File: src/sv/stereo_bass_treble_equalizer_defines.svh
// ----------------------------------------------------------------------------
// Stereo bass/treble equalizer assertion macros
// Shared property wrappers, clocked on clock and disabled during reset.
// ----------------------------------------------------------------------------
`ifndef STEREO_BASS_TREBLE_EQUALIZER_DEFINES_SVH
`define STEREO_BASS_TREBLE_EQUALIZER_DEFINES_SVH

// Same-cycle implication
`define SBTEQ_ASSERT_IMPLIES(label, ante, cons) \
   label: assert property (@(posedge clock) disable iff (reset) (ante) |-> (cons)) \
      else $error("sbteq assertion failed");

// Next-cycle implication
`define SBTEQ_ASSERT_NEXT(label, ante, cons) \
   label: assert property (@(posedge clock) disable iff (reset) (ante) |=> (cons)) \
      else $error("sbteq assertion failed");

`endif

File: src/sv/sbteq_pkg.sv
// ----------------------------------------------------------------------------
// sbteq_pkg
// Types, coefficients and the level gain table of the stereo equalizer.
// ----------------------------------------------------------------------------
package sbteq_pkg;

   localparam int SAMPLE_BITS_DEF = 24;
   localparam int IO_W            = 24;   // port width of every sample
   localparam int DATA_W          = 32;   // filter state and working width
   localparam int COEF_W          = 15;   // unsigned multiplier coefficient
   localparam int GAIN_W          = 13;   // level table entry
   localparam int PROD_W          = DATA_W - 8 + COEF_W + 1;
   localparam int PL_W            = 8 + COEF_W;
   localparam int CSR_IDX_W       = 3;
   localparam int CSR_DATA_W      = 9;
   localparam int LEVEL_W         = 4;
   localparam int VOL_W           = 9;

   localparam logic [COEF_W-1:0] PRE_SCALE = 15'd2303;
   localparam logic [COEF_W-1:0] BASS_LP_A = 15'd95;
   localparam logic [COEF_W-1:0] BASS_LP_B = 15'd4001;
   localparam logic [COEF_W-1:0] RUMBLE_A  = 15'd27;
   localparam logic [COEF_W-1:0] RUMBLE_B  = 15'd4069;
   localparam logic [COEF_W-1:0] TREBLE_A  = 15'd817;
   localparam logic [COEF_W-1:0] TREBLE_B  = 15'd3279;

   localparam logic signed [LEVEL_W-1:0] LEVEL_MAX = 4'sd6;
   localparam logic signed [LEVEL_W-1:0] LEVEL_MIN = -4'sd6;
   localparam logic [VOL_W-1:0]          VOL_MAX   = 9'd256;

   typedef enum logic [CSR_IDX_W-1:0] {
      CSR_ENABLE = 3'd0,
      CSR_BASS   = 3'd1,
      CSR_TREBLE = 3'd2,
      CSR_VOLUME = 3'd3
   } csr_idx_type;

   typedef enum logic [2:0] {
      A_X, A_Y, A_RUMBLE, A_S1, A_S2, A_TT, A_HP
   } a_sel_type;

   typedef enum logic [3:0] {
      C_PRE, C_RUMBLE_A, C_RUMBLE_B, C_BASS_A, C_BASS_B, C_BASS_GAIN,
      C_TREBLE_A, C_TREBLE_B, C_TREBLE_GAIN, C_VOLUME
   } c_sel_type;

   typedef enum logic [3:0] {
      D_NONE, D_Y, D_ACC, D_RUMBLE, D_S1, D_S2, D_TT,
      D_ADJ_BASS, D_ADJ_TREBLE, D_OUT
   } dst_type;

   typedef enum logic [1:0] {
      HP_NONE, HP_RUMBLE, HP_TREBLE
   } hp_type;

   // Command word from the sequencer to both channel lanes
   typedef struct packed {
      logic      load_x;
      logic      mul_en;
      a_sel_type a_sel;
      c_sel_type c_sel;
      dst_type   dst;
      hp_type    hp_op;
      logic      clamp_en;
   } cmd_type;

   // Decoded configuration
   typedef struct packed {
      logic              bypass;
      logic              bass_on;
      logic              bass_neg;
      logic              treble_on;
      logic              treble_neg;
      logic [COEF_W-1:0] bass_mult;
      logic [COEF_W-1:0] treble_mult;
      logic [COEF_W-1:0] vol_coef;
   } cfg_type;

   function automatic logic [GAIN_W-1:0] level_gain(input logic [2:0] idx);
      logic [GAIN_W-1:0] g;
      case (idx)
         3'd0:    g = 13'd0;
         3'd1:    g = 13'd683;
         3'd2:    g = 13'd1365;
         3'd3:    g = 13'd2048;
         3'd4:    g = 13'd2731;
         3'd5:    g = 13'd3413;
         3'd6:    g = 13'd4096;
         default: g = 13'd4779;
      endcase
      return g;
   endfunction

endpackage

File: src/sv/sbteq_csr.sv
// ----------------------------------------------------------------------------
// sbteq_csr
// Configuration registers with write saturation and gain decoding.
// ----------------------------------------------------------------------------
module sbteq_csr (
   input  logic                                clock,
   input  logic                                reset,
   input  logic                                csr_valid,
   output logic                                csr_ready,
   input  logic [sbteq_pkg::CSR_IDX_W-1:0]     csr_index,
   input  logic [sbteq_pkg::CSR_DATA_W-1:0]    csr_wdata,
   output sbteq_pkg::cfg_type                  cfg,
   output logic                                clear
);
   import sbteq_pkg::*;

   logic                      enable_ff, enable_in;
   logic signed [LEVEL_W-1:0] bass_ff, bass_in;
   logic signed [LEVEL_W-1:0] treble_ff, treble_in;
   logic [VOL_W-1:0]          vol_ff, vol_in;

   logic                      wr;
   logic signed [LEVEL_W-1:0] lvl_raw, lvl_sat;
   logic [VOL_W-1:0]          vol_raw;
   logic signed [LEVEL_W:0]   eb;
   logic [LEVEL_W:0]          ab;
   logic [LEVEL_W-1:0]        at;
   logic [GAIN_W-1:0]         g_b, g_t;

   assign csr_ready = 1'b1;
   assign wr        = csr_valid & csr_ready;

   // Saturate level writes and take the raw volume field
   always_comb begin
      lvl_raw = $signed(csr_wdata[LEVEL_W-1:0]);
      if (lvl_raw > LEVEL_MAX) begin
         lvl_sat = LEVEL_MAX;
      end else if (lvl_raw < LEVEL_MIN) begin
         lvl_sat = LEVEL_MIN;
      end else begin
         lvl_sat = lvl_raw;
      end
      vol_raw = csr_wdata[VOL_W-1:0];
   end

   always_comb begin
      enable_in = enable_ff;
      bass_in   = bass_ff;
      treble_in = treble_ff;
      vol_in    = vol_ff;
      clear     = 1'b0;
      if (wr) begin
         unique case (csr_index)
            CSR_ENABLE: begin
               enable_in = csr_wdata[0];
               clear     = ~csr_wdata[0];
            end
            CSR_BASS:   bass_in   = lvl_sat;
            CSR_TREBLE: treble_in = lvl_sat;
            CSR_VOLUME: vol_in    = (vol_raw > VOL_MAX) ? VOL_MAX : vol_raw;
            default: ;
         endcase
      end
   end

   always_ff @(posedge clock) begin
      if (reset) begin
         enable_ff <= 1'b1;
         bass_ff   <= '0;
         treble_ff <= '0;
         vol_ff    <= VOL_MAX;
      end else begin
         enable_ff <= enable_in;
         bass_ff   <= bass_in;
         treble_ff <= treble_in;
         vol_ff    <= vol_in;
      end
   end

   // Bass level is used offset by one
   always_comb begin
      eb  = {bass_ff[LEVEL_W-1], bass_ff} + 5'sd1;
      ab  = eb[LEVEL_W] ? 5'(-eb) : 5'(eb);
      at  = treble_ff[LEVEL_W-1] ? 4'(-treble_ff) : 4'(treble_ff);
      g_b = level_gain(ab[2:0]);
      g_t = level_gain(at[2:0]);

      cfg.bass_on     = (eb != 5'sd0);
      cfg.bass_neg    = eb[LEVEL_W];
      cfg.treble_on   = (treble_ff != 4'sd0);
      cfg.treble_neg  = treble_ff[LEVEL_W-1];
      cfg.bypass      = ~enable_ff | (~cfg.bass_on & ~cfg.treble_on);
      cfg.bass_mult   = COEF_W'({g_b, 1'b0}) + COEF_W'(g_b);
      cfg.treble_mult = COEF_W'(g_t) + COEF_W'(g_t >> 2);
      cfg.vol_coef    = COEF_W'({vol_ff, 4'b0000});
   end

endmodule

File: src/sv/sbteq_lane.sv
// ----------------------------------------------------------------------------
// sbteq_lane
// One channel's datapath: shared Q12 multiplier, accumulator, filter state.
// ----------------------------------------------------------------------------
module sbteq_lane #(
   parameter int SAMPLE_BITS = sbteq_pkg::SAMPLE_BITS_DEF
) (
   input  logic                          clock,
   input  logic                          reset,
   input  logic                          clear,
   input  sbteq_pkg::cmd_type            cmd,
   input  sbteq_pkg::cfg_type            cfg,
   input  logic [sbteq_pkg::IO_W-1:0]    sample_in,
   output logic [sbteq_pkg::IO_W-1:0]    sample_out
);
   import sbteq_pkg::*;

   localparam int LIM_HI = (1 << (SAMPLE_BITS - 1)) - 1;
   localparam int LIM_LO = -LIM_HI - 1;
   localparam logic signed [DATA_W-1:0] LIMIT_HI = DATA_W'(LIM_HI);
   localparam logic signed [DATA_W-1:0] LIMIT_LO = DATA_W'(LIM_LO);

   logic signed [DATA_W-1:0] x_ff, x_in;
   logic signed [DATA_W-1:0] y_ff, y_in;
   logic signed [DATA_W-1:0] acc_ff, acc_in;
   logic signed [DATA_W-1:0] hp_ff, hp_in;
   logic signed [DATA_W-1:0] rumble_ff, rumble_in;
   logic signed [DATA_W-1:0] s1_ff, s1_in;
   logic signed [DATA_W-1:0] s2_ff, s2_in;
   logic signed [DATA_W-1:0] tt_ff, tt_in;
   logic signed [PROD_W-1:0] ph_ff, ph_in;
   logic [PL_W-1:0]          pl_ff, pl_in;
   logic [IO_W-1:0]          out_ff, out_in;

   logic signed [DATA_W-1:0] a_op;
   logic [COEF_W-1:0]        coef;
   logic signed [DATA_W-1:0] q;
   logic signed [DATA_W-1:0] sum;
   logic signed [DATA_W-1:0] y_clamp;

   assign x_in = {{(DATA_W - SAMPLE_BITS){sample_in[SAMPLE_BITS-1]}},
                  sample_in[SAMPLE_BITS-1:0]};

   // Operand and coefficient select
   always_comb begin
      case (cmd.a_sel)
         A_X:      a_op = x_ff;
         A_Y:      a_op = y_ff;
         A_RUMBLE: a_op = rumble_ff;
         A_S1:     a_op = s1_ff;
         A_S2:     a_op = s2_ff;
         A_TT:     a_op = tt_ff;
         A_HP:     a_op = hp_ff;
         default:  a_op = x_ff;
      endcase
      case (cmd.c_sel)
         C_PRE:         coef = PRE_SCALE;
         C_RUMBLE_A:    coef = RUMBLE_A;
         C_RUMBLE_B:    coef = RUMBLE_B;
         C_BASS_A:      coef = BASS_LP_A;
         C_BASS_B:      coef = BASS_LP_B;
         C_BASS_GAIN:   coef = cfg.bass_mult;
         C_TREBLE_A:    coef = TREBLE_A;
         C_TREBLE_B:    coef = TREBLE_B;
         C_TREBLE_GAIN: coef = cfg.treble_mult;
         C_VOLUME:      coef = cfg.vol_coef;
         default:       coef = PRE_SCALE;
      endcase
   end

   // Split Q12 product: high part signed, low byte unsigned
   assign ph_in = $signed(a_op[DATA_W-1:8]) * $signed({1'b0, coef});
   assign pl_in = a_op[7:0] * coef;

   // Recombine the registered partial products, modulo 2^32
   assign q   = ph_ff[DATA_W+3:4] + DATA_W'(pl_ff[PL_W-1:12]);
   assign sum = acc_ff + q;

   assign y_clamp = (y_ff > LIMIT_HI) ? LIMIT_HI :
                    (y_ff < LIMIT_LO) ? LIMIT_LO : y_ff;

   always_comb begin
      y_in      = y_ff;
      acc_in    = acc_ff;
      rumble_in = rumble_ff;
      s1_in     = s1_ff;
      s2_in     = s2_ff;
      tt_in     = tt_ff;
      out_in    = out_ff;
      hp_in     = hp_ff;
      case (cmd.dst)
         D_Y:          y_in      = q;
         D_ACC:        acc_in    = q;
         D_RUMBLE:     rumble_in = sum;
         D_S1:         s1_in     = sum;
         D_S2:         s2_in     = sum;
         D_TT:         tt_in     = sum;
         D_ADJ_BASS:   y_in      = cfg.bass_neg ? y_ff - q : y_ff + q;
         D_ADJ_TREBLE: y_in      = cfg.treble_neg ? y_ff - q : y_ff + q;
         D_OUT:        out_in    = q[IO_W-1:0];
         default: ;
      endcase
      if (cmd.clamp_en) begin
         y_in = y_clamp;
      end
      case (cmd.hp_op)
         HP_RUMBLE: hp_in = y_ff - rumble_ff;
         HP_TREBLE: hp_in = y_ff - tt_ff;
         default: ;
      endcase
   end

   // Filter state: cleared by reset and by disabling the equalizer
   always_ff @(posedge clock) begin
      if (reset || clear) begin
         rumble_ff <= '0;
         s1_ff     <= '0;
         s2_ff     <= '0;
         tt_ff     <= '0;
      end else begin
         rumble_ff <= rumble_in;
         s1_ff     <= s1_in;
         s2_ff     <= s2_in;
         tt_ff     <= tt_in;
      end
   end

   always_ff @(posedge clock) begin
      if (cmd.load_x) begin
         x_ff <= x_in;
      end
      if (cmd.mul_en) begin
         ph_ff <= ph_in;
         pl_ff <= pl_in;
      end
      y_ff   <= y_in;
      acc_ff <= acc_in;
      hp_ff  <= hp_in;
      out_ff <= out_in;
   end

   assign sample_out = out_ff;

endmodule

File: src/sv/sbteq_ctrl.sv
// ----------------------------------------------------------------------------
// sbteq_ctrl
// Sequencer that steps both lanes through the filter operations.
// ----------------------------------------------------------------------------
`include "stereo_bass_treble_equalizer_defines.svh"

module sbteq_ctrl (
   input  logic                 clock,
   input  logic                 reset,
   input  logic                 req_valid,
   output logic                 req_ready,
   output logic                 rsp_valid,
   input  logic                 rsp_ready,
   input  sbteq_pkg::cfg_type   cfg,
   output sbteq_pkg::cmd_type   cmd
);
   import sbteq_pkg::*;

   typedef enum logic [21:0] {
      S_IDLE   = 22'h000001,
      S_PRE    = 22'h000002,
      S_PRE_WB = 22'h000004,
      S_RB     = 22'h000008,
      S_RA     = 22'h000010,
      S_RWB    = 22'h000020,
      S_HPB    = 22'h000040,
      S_B1A    = 22'h000080,
      S_B1WB   = 22'h000100,
      S_B2A    = 22'h000200,
      S_B2WB   = 22'h000400,
      S_BD     = 22'h000800,
      S_BADJ   = 22'h001000,
      S_TB     = 22'h002000,
      S_TA     = 22'h004000,
      S_TWB    = 22'h008000,
      S_HPT    = 22'h010000,
      S_TD     = 22'h020000,
      S_TADJ   = 22'h040000,
      S_CLAMP  = 22'h080000,
      S_VOL    = 22'h100000,
      S_OUT    = 22'h200000
   } state_type;

   state_type state_ff, state_in;
   logic      rsp_valid_ff, rsp_valid_in;
   logic      out_free;

   assign out_free  = ~rsp_valid_ff | rsp_ready;
   assign req_ready = (state_ff == S_IDLE);
   assign rsp_valid = rsp_valid_ff;

   always_comb begin
      state_in     = state_ff;
      cmd.load_x   = 1'b0;
      cmd.mul_en   = 1'b0;
      cmd.a_sel    = A_X;
      cmd.c_sel    = C_PRE;
      cmd.dst      = D_NONE;
      cmd.hp_op    = HP_NONE;
      cmd.clamp_en = 1'b0;
      unique case (state_ff)
         S_IDLE: begin
            if (req_valid) begin
               cmd.load_x = 1'b1;
               state_in   = S_PRE;
            end
         end
         S_PRE: begin
            cmd.mul_en = 1'b1;
            state_in   = S_PRE_WB;
         end
         S_PRE_WB: begin
            cmd.dst = D_Y;
            if (cfg.bypass) begin
               state_in = S_VOL;
            end else if (cfg.bass_on) begin
               state_in = S_RB;
            end else begin
               state_in = S_TB;
            end
         end
         S_RB: begin
            cmd.mul_en = 1'b1;
            cmd.a_sel  = A_RUMBLE;
            cmd.c_sel  = C_RUMBLE_B;
            state_in   = S_RA;
         end
         S_RA: begin
            cmd.dst    = D_ACC;
            cmd.mul_en = 1'b1;
            cmd.a_sel  = A_Y;
            cmd.c_sel  = C_RUMBLE_A;
            state_in   = S_RWB;
         end
         S_RWB: begin
            cmd.dst  = D_RUMBLE;
            state_in = S_HPB;
         end
         S_HPB: begin
            cmd.hp_op  = HP_RUMBLE;
            cmd.mul_en = 1'b1;
            cmd.a_sel  = A_S1;
            cmd.c_sel  = C_BASS_B;
            state_in   = S_B1A;
         end
         S_B1A: begin
            cmd.dst    = D_ACC;
            cmd.mul_en = 1'b1;
            cmd.a_sel  = A_HP;
            cmd.c_sel  = C_BASS_A;
            state_in   = S_B1WB;
         end
         S_B1WB: begin
            cmd.dst    = D_S1;
            cmd.mul_en = 1'b1;
            cmd.a_sel  = A_S2;
            cmd.c_sel  = C_BASS_B;
            state_in   = S_B2A;
         end
         S_B2A: begin
            cmd.dst    = D_ACC;
            cmd.mul_en = 1'b1;
            cmd.a_sel  = A_S1;
            cmd.c_sel  = C_BASS_A;
            state_in   = S_B2WB;
         end
         S_B2WB: begin
            cmd.dst  = D_S2;
            state_in = S_BD;
         end
         S_BD: begin
            cmd.mul_en = 1'b1;
            cmd.a_sel  = A_S2;
            cmd.c_sel  = C_BASS_GAIN;
            state_in   = S_BADJ;
         end
         S_BADJ: begin
            cmd.dst  = D_ADJ_BASS;
            state_in = cfg.treble_on ? S_TB : S_CLAMP;
         end
         S_TB: begin
            cmd.mul_en = 1'b1;
            cmd.a_sel  = A_TT;
            cmd.c_sel  = C_TREBLE_B;
            state_in   = S_TA;
         end
         S_TA: begin
            cmd.dst    = D_ACC;
            cmd.mul_en = 1'b1;
            cmd.a_sel  = A_Y;
            cmd.c_sel  = C_TREBLE_A;
            state_in   = S_TWB;
         end
         S_TWB: begin
            cmd.dst  = D_TT;
            state_in = S_HPT;
         end
         S_HPT: begin
            cmd.hp_op = HP_TREBLE;
            state_in  = S_TD;
         end
         S_TD: begin
            cmd.mul_en = 1'b1;
            cmd.a_sel  = A_HP;
            cmd.c_sel  = C_TREBLE_GAIN;
            state_in   = S_TADJ;
         end
         S_TADJ: begin
            cmd.dst  = D_ADJ_TREBLE;
            state_in = S_CLAMP;
         end
         S_CLAMP: begin
            cmd.clamp_en = 1'b1;
            state_in     = S_VOL;
         end
         S_VOL: begin
            cmd.mul_en = 1'b1;
            cmd.a_sel  = A_Y;
            cmd.c_sel  = C_VOLUME;
            state_in   = S_OUT;
         end
         S_OUT: begin
            // hold until the output register is free
            if (out_free) begin
               cmd.dst  = D_OUT;
               state_in = S_IDLE;
            end
         end
         default: state_in = S_IDLE;
      endcase
   end

   always_comb begin
      if (cmd.dst == D_OUT) begin
         rsp_valid_in = 1'b1;
      end else if (rsp_ready) begin
         rsp_valid_in = 1'b0;
      end else begin
         rsp_valid_in = rsp_valid_ff;
      end
   end

   always_ff @(posedge clock) begin
      if (reset) begin
         state_ff     <= S_IDLE;
         rsp_valid_ff <= 1'b0;
      end else begin
         state_ff     <= state_in;
         rsp_valid_ff <= rsp_valid_in;
      end
   end

   `SBTEQ_ASSERT_NEXT(a_accept_starts, req_valid && req_ready, state_ff == S_PRE)
   `SBTEQ_ASSERT_NEXT(a_result_posted, cmd.dst == D_OUT, rsp_valid_ff)
   `SBTEQ_ASSERT_IMPLIES(a_rsp_from_out, $rose(rsp_valid_ff), $past(state_ff) == S_OUT)

endmodule

File: src/sv/stereo_bass_treble_equalizer.sv
// ----------------------------------------------------------------------------
// stereo_bass_treble_equalizer
// Time from accept to rsp_valid depends on the mode: shortest in bypass,
// then treble only, bass only, and both bands. A new pair is accepted only
// once the sequencer is idle again; each lane has one shared Q12 multiplier.
// Synchronous reset: enable 1, levels 0, volume 256, filter state zero.
// ----------------------------------------------------------------------------
module stereo_bass_treble_equalizer #(
   parameter int SAMPLE_BITS = sbteq_pkg::SAMPLE_BITS_DEF
) (
   input  logic                               clock,
   input  logic                               reset,
   // input samples
   input  logic                               req_valid,
   output logic                               req_ready,
   input  logic [sbteq_pkg::IO_W-1:0]         req_left_in,
   input  logic [sbteq_pkg::IO_W-1:0]         req_right_in,
   // equalized samples
   output logic                               rsp_valid,
   input  logic                               rsp_ready,
   output logic [sbteq_pkg::IO_W-1:0]         rsp_left_out,
   output logic [sbteq_pkg::IO_W-1:0]         rsp_right_out,
   // configuration writes
   input  logic                               csr_valid,
   output logic                               csr_ready,
   input  logic [sbteq_pkg::CSR_IDX_W-1:0]    csr_index,
   input  logic [sbteq_pkg::CSR_DATA_W-1:0]   csr_wdata
);
   import sbteq_pkg::*;

   cfg_type cfg;
   cmd_type cmd;
   logic    clear;

   // Register file: saturate writes, decode band gains and bypass.
   // Writing enable to 0 pulses clear, which zeroes all filter state.
   sbteq_csr u_csr (
      .clock     (clock),
      .reset     (reset),
      .csr_valid (csr_valid),
      .csr_ready (csr_ready),
      .csr_index (csr_index),
      .csr_wdata (csr_wdata),
      .cfg       (cfg),
      .clear     (clear)
   );

   // Sequencer: one transaction at a time. The finished pair sits in the
   // lanes' output registers while the next transaction is accepted and
   // processed; the last step waits only if that pair is still pending.
   sbteq_ctrl u_ctrl (
      .clock     (clock),
      .reset     (reset),
      .req_valid (req_valid),
      .req_ready (req_ready),
      .rsp_valid (rsp_valid),
      .rsp_ready (rsp_ready),
      .cfg       (cfg),
      .cmd       (cmd)
   );

   // Both channels run in lock step on the same command word.
   sbteq_lane #(.SAMPLE_BITS(SAMPLE_BITS)) u_left (
      .clock      (clock),
      .reset      (reset),
      .clear      (clear),
      .cmd        (cmd),
      .cfg        (cfg),
      .sample_in  (req_left_in),
      .sample_out (rsp_left_out)
   );

   sbteq_lane #(.SAMPLE_BITS(SAMPLE_BITS)) u_right (
      .clock      (clock),
      .reset      (reset),
      .clear      (clear),
      .cmd        (cmd),
      .cfg        (cfg),
      .sample_in  (req_right_in),
      .sample_out (rsp_right_out)
   );

endmodule
File: config.mk
export PLATFORM = sky130hd
export DESIGN_NAME = stereo_bass_treble_equalizer
export DESIGN_NICKNAME = d
export VERILOG_FILES = /design/src/sv/sbteq_pkg.sv /design/src/sv/sbteq_csr.sv /design/src/sv/sbteq_lane.sv /design/src/sv/sbteq_ctrl.sv /design/src/sv/stereo_bass_treble_equalizer.sv
export VERILOG_INCLUDE_DIRS = /design/src /design/src/sv
export SDC_FILE = /design/constraint.sdc
export NUM_CORES = 2
export LEC_CHECK = 0
export ABC_CLOCK_PERIOD_IN_PS = 18700
export BUFFER_PORTS_ARGS = -buffer_cell sky130_fd_sc_hd__clkbuf_2
export CORE_ASPECT_RATIO = 1.75
export CORE_MARGIN = 2
export CORE_UTILIZATION = 45
export DETAILED_ROUTE_END_ITERATION = 6
export PLACE_DENSITY_LB_ADDON = 0.1
export SLEW_MARGIN = 5
export SYNTH_ARGS = -nofsm -noshare
export SYNTH_HDL_FRONTEND = slang
export SYNTH_SLANG_ARGS = --single-unit
File: constraint.sdc
create_clock -name clock -period 18.7 [get_ports clock]
set_clock_uncertainty 0.1 [all_clocks]
set_input_delay 0.935 -clock clock [delete_from_list [all_inputs] [get_ports clock]]
set_output_delay 0.935 -clock clock [all_outputs]
set_load 0.02 [all_outputs]
* Word-level counts from Yosys, hierarchy flattened
Cells that the tools add are included.
Cells by class: order comparisons 7, eq/ne operators 67, add/sub/neg operators 17, multiply operators 4, bitwise gates (word level) 8, reduce and logical (&&, ||, !) cells 18, multiplexer cells 42
Operators by type and width (number):
- $pmux 22 s22 | 1
- $pmux 32 s6 | 2
- $mux 32 | 10
- $pmux 32 s3 | 2
- $sub 32x32->32 | 6
- $pmux 13 s7 | 2
- $pmux 15 s9 | 1
- $add 32x32->32 | 4
- $pmux 32 s2 | 2
- $pmux 7 s11 | 1
- $mul 24x16->36 | 2
- $add 32x11->32 | 2
- $gt 32x24->1 const B | 2
- $lt 32x24->1 const B | 2
- $mul 8x15->23 | 2
- $mux 22 | 2
- $pmux 4 s9 | 1
- $eq 4x3->1 const B | 8
- $eq 3x3->1 const B | 9
- $eq 3x2->1 const B | 8
- $eq 22x1->1 const B | 1
- $eq 22x10->1 const B | 1
- $eq 22x11->1 const B | 1
- $eq 22x12->1 const B | 1
- other kinds (53) | 90
Storage, ports and cells: input bits 65, output and inout bits 51, word-level logic and storage cells 191, flip-flop bits (word level) 703

* Longest topological paths before layout
depth after elaboration 8, depth in mapped cells 43, gate-level depth less buffers 41

* Cells and area by module
Synthesis repeated with hierarchy kept, for this count alone.
Unflattened totals: cell total of the unflattened synthesis 8616, area total of the unflattened synthesis 75148.3 um2
By module, submodules not included:
- sbteq_lane (u_left) | area an instance 36097.1 um2, cells an instance 4129, times used 1, seq. area each 8177.8 um2
- sbteq_lane (u_right) | area an instance 35703.0 um2, cells an instance 4074, times used 1, seq. area each 8177.8 um2
- sbteq_csr | area an instance 1875.5 um2, cells an instance 233, times used 1, seq. area each 360.3 um2
- sbteq_ctrl | area an instance 1472.7 um2, cells an instance 180, times used 1, seq. area each 460.4 um2

* Worst setup path before layout
Ideal clock, no wire load.
kind register -> register, start point register u_ctrl.state_ff[13], end point register u_right.ph_ff[32] (data pin), data required time 18338 ps, path buffers 3, setup slack 8254 ps, arrival time 10084 ps, cell stages (with the launch flop) 36, library setup time 262 ps, period minus slack after synthesis 10446 ps, cell sequence dfxtp_1 -> buf_2 -> nor4_2 -> nand4_2 -> buf_4 -> or4_1 -> and2_1 -> nand3_1 -> a21oi_1 -> nand3_1 -> clkbuf_1 -> nand2_1 -> fa_1 -> fa_1 -> inv_1 -> fa_1 -> inv_1 -> fa_1 -> fa_1 -> fa_1 -> inv_1 -> ha_1 -> a21o_1 -> a21oi_1 -> inv_1 -> a2111oi_0 -> and2_1 -> o41a_1 -> o21bai_2 -> o31ai_4 -> o311a_2 -> a2111oi_2 -> or4_4 -> a31oi_2 -> o21bai_1 -> xor2_1
On the way: cells in the longest elaborated chain, start to end 5, elaborated cells on any way between the ends 30, those cells by class 1 x mul; 26 x eq/ne; 3 x mux
Ends and longest elaborated chain:
- start: declaration | RTL line sbteq_ctrl.sv:44 | state_type state_ff, state_in;
- start signal: assignment | RTL line sbteq_ctrl.sv:208 | state_ff <= state_in;
- $eq 22x21->1 (tied with other cells) | RTL line sbteq_ctrl.sv:61 | unique case (state_ff)
- $pmux 7 s11 (*) | RTL line sbteq_ctrl.sv:61
- $eq 4x4->1 (tied with other cells) | RTL line sbteq_lane.sv:56 | case (cmd.c_sel)
- $pmux 15 s9 / $pmux 32 s6 (equally long branches) | RTL line sbteq_lane.sv:56, sbteq_lane.sv:46
- $mul 24x16->36 (*) | RTL line sbteq_lane.sv:72 | assign ph_in = $signed(a_op[DATA_W-1:8]) * $signed({1'b0, coef});
- net u_right.ph_in[32] | RTL line sbteq_lane.sv:31 | logic signed [PROD_W-1:0] ph_ff, ph_in;
- end signal: assignment | RTL line sbteq_lane.sv:133 | ph_ff <= ph_in;
- end: declaration | RTL line sbteq_lane.sv:31
Mark *: on every way through the listed nets, which the timed path passes. The rest lies on a longest branch. A chain may end at the register's enable or synchronous reset.

* Worst setup path in the final report
start point register u_ctrl.state_ff[12], end point register u_right.ph_ff[32] (data pin)
The elaborated chain is that of the path after synthesis.

==> impl_metrics.ini <==
[synth]
synth_area_leader_cell = fa_1
synth_edf_count = 374
synth_cell_types = 99
ys_seq_area_frac = 0.242
synthMuxAreaShare = 0.0119
synthCells = 8046
syn_nets = 9455
synth_top_family_by_area = adder cells
synth_adder_area_share = 0.322
ys_seq_elements = 671
netlist.area_leader.share = 0.227
synth.area.top_cells = fa_1, edfxtp_1, ha_1
mappedNetlistArea_sq_um = 71100
yosys.area_share.simple = 0.163
ys_warn_count = 0
synth-compound-area-share = 0.139
ys_async_sr_fraction = 0
synth_ff_type = edfxtp_1
avgSynthCellArea_sq_um = 8.83
synth_xor_xnor_area_share = 0.0427

[global_routing]
gr-usage-all-layers = 0.307
grt_pass1_vias = 61300
grt_antenna_before_repair = 11
grt_pass1_wl_microns = 373000
grt_max_degree = 205
grt_remaining_overflow = 0

[worst_setup_path]
arrival_ns = 12.35
cp-start-kind = flip-flop
slowest_delay_ns = 0.78
cp-end-kind = flip-flop
cp_slowest_cell = nand3_2
cp_common_cell = fa_1
cp_data_required_time_ns = 19.02
crit_type = flip-flop to flip-flop
crit_fanout = 29

[route]
drc = 1
totalWireLength_microns = 249000
wl_per_cell_microns = 24.6
via_per_inst = 5.84
via_count = 59200
drtAntennaViolNets = 0
drt_iter0_drc = 4795
dr.pass1.iters = 7

[sta]
fin_crit_sh = 0.643
final_hold_viol_count = 0
min_period_ns = 12.03
setup_viol = 0
rsz0062_at_grt = false
timing.setup.tns_ns = 0
worst_pin_slew_ns = 1.25
whs_ns = 0.324
relSlewSlack = 0.164
max_freq_mhz = 83.1
report.final.slew_viol_count = 0

[cts]
post_cts_resized = 0
cts_tree = built
clockRootBuffer = clkbuf_16
post-cts-setup-buffers = 0
htreeDepth = 3
clockBufferDepth = 3
insertion_delay_ns = 0.69
clk_pin_slew_worst_paths_ns = 0.07
numCtsBuffers = 75
numClockSinks = 671
postCtsHoldBufs = 0

[floorplan]
die_area_sq_um = 161000
initial_core_util = 0.451
die_h_microns = 530
core-area_sq_um = 157000
die_x_microns = 304
num_io_pins = 116
fp-row-count = 193

[outcome]
violations = design-rule violations
status = finished with violations

[place]
place_inst = 9999
place.gp.congestion = 0.937
hpwlAfterDp_microns = 189000
io_buffers = 114

[final_layout]
drive_gt1_frac = 0.0666
fin_nets = 9438
nFillCells = 15300
synthToLayoutAreaGrowth_pct = 8.06
stdcell_count = 10100

[worst_hold_path]
hp-class = input pin to flip-flop

[flow_run]
maxCapViolCount = 0
routing by layer:
metal / global-route usage / wire length (microns) / vias to the layer above
met5: 0 / 0 / -
met4: 0.175 / 16000 / 0
met3: 0.0347 / 14000 / 606
met2: 0.550 / 126000 / 2111
met1: 0.354 / 93700 / 29900
li1: - / - / 26600
critical path: cells and delay by family (launching register included):
kind,cells,cell delay [ns]
AO/OA/AOI/OAI,12,2.50
XOR/XNOR,1,0.15
adder cells (fa/ha/maj),7,3.40
buffers and inverters,6,1.01
flip-flops,1,0.40
AND/OR/NAND/NOR,8,4.16
cell usage in the layout (no fill, tap or decap), types with 43 or more instances in the layout:
cell type / Yosys / layout
nor2b_1: 99 / 98
fa_1: 807 / 807
buf_4: 3 / 182
and2_1: 116 / 113
edfxtp_1: 374 / 374
ha_1: 537 / 536
dfxtp_1: 297 / 297
clkbuf_16: 0 / 78
a22oi_1: 64 / 64
inv_1: 1117 / 1116
a21o_1: 66 / 66
o21ai_0: 186 / 178
and3_1: 49 / 48
mux2i_1: 78 / 78
xnor2_1: 239 / 239
a31oi_1: 43 / 43
clkbuf_2: 0 / 114
nor3_1: 97 / 93
a221oi_1: 54 / 53
nand3_1: 89 / 83
a21oi_1: 624 / 618
nand2_1: 1099 / 1093
o21bai_1: 77 / 77
nor2_1: 724 / 718
nand2b_1: 84 / 84
xor2_1: 97 / 97
layout make-up:
class                   count  area [sq um]  area share
clock buffers             106          2130      0.0277
clock inverters            32           299     0.00389
well taps                2047          2560      0.0334
inverters                1117          4190      0.0546
multi-input cells        5867         48500       0.631
repair buffers            297          1960      0.0255
diodes                      5          12.5    0.000163
flip-flops and latches    671         17200       0.224
cell usage after synthesis, drive strengths merged, types with 12 or more instances:
library cell	number
a211o	17
a211oi	33
a21boi	12
a21o	66
a21oi	626
a221o	28
a221oi	54
a222oi	37
a22o	36
a22oi	64
a31oi	44
and2	119
and3	49
buf	44
clkbuf	347
dfxtp	297
edfxtp	374
fa	807
ha	537
inv	1117
mux2i	78
nand2	1099
nand2b	84
nand3	89
nand4	36
nor2	726
nor2b	99
nor3	97
nor3b	20
nor4	29
o211ai	23
o21a	36
o21ai	195
o21bai	78
o221ai	34
o31ai	25
o41ai	14
or2	31
or3	39
or4	14
xnor2	239
xor2	97
cell families (layout without fill, tap and decap cells):
group,count (synthesis),after routing
buf+inv,1508,1552
xor+xnor,340,340
other cells,1,6
compound gates,1520,1520
mux,84,84
simple gates,2578,2578
flops,671,671
fa+ha+maj,1344,1344
stage by stage:
step / utilization / cell area, sq um / worst slack, ns
floorplan: - / 71100 / 8.25
global placement: 0.472 / 74400 / 6.82
detailed placement: 0.472 / 74400 / 6.81
CTS: 0.488 / 76800 / 6.76
global route: 0.488 / 76800 / 6.23
finish: 0.488 / 76800 / 6.67
path summary, 6_finish.rpt:
| check | start | depth (start not counted) | slack, ns | end |
|---|---|---|---|---|
| max | u_ctrl.state_ff[12] | 34 | 6.67 | u_right.ph_ff[32] |
| max reg2reg | u_ctrl.state_ff[12] | 34 | 6.67 | u_right.ph_ff[32] |
| min | req_left_in[19] | 1 | 0.32 | u_left.x_ff[19] |
| min reg2reg | u_right.s1_ff[28] | 2 | 0.35 | u_right.s1_ff[28] |
Power is not shown: default switching activity piles up to over one toggle a cycle in this logic, so the estimate is an artifact.
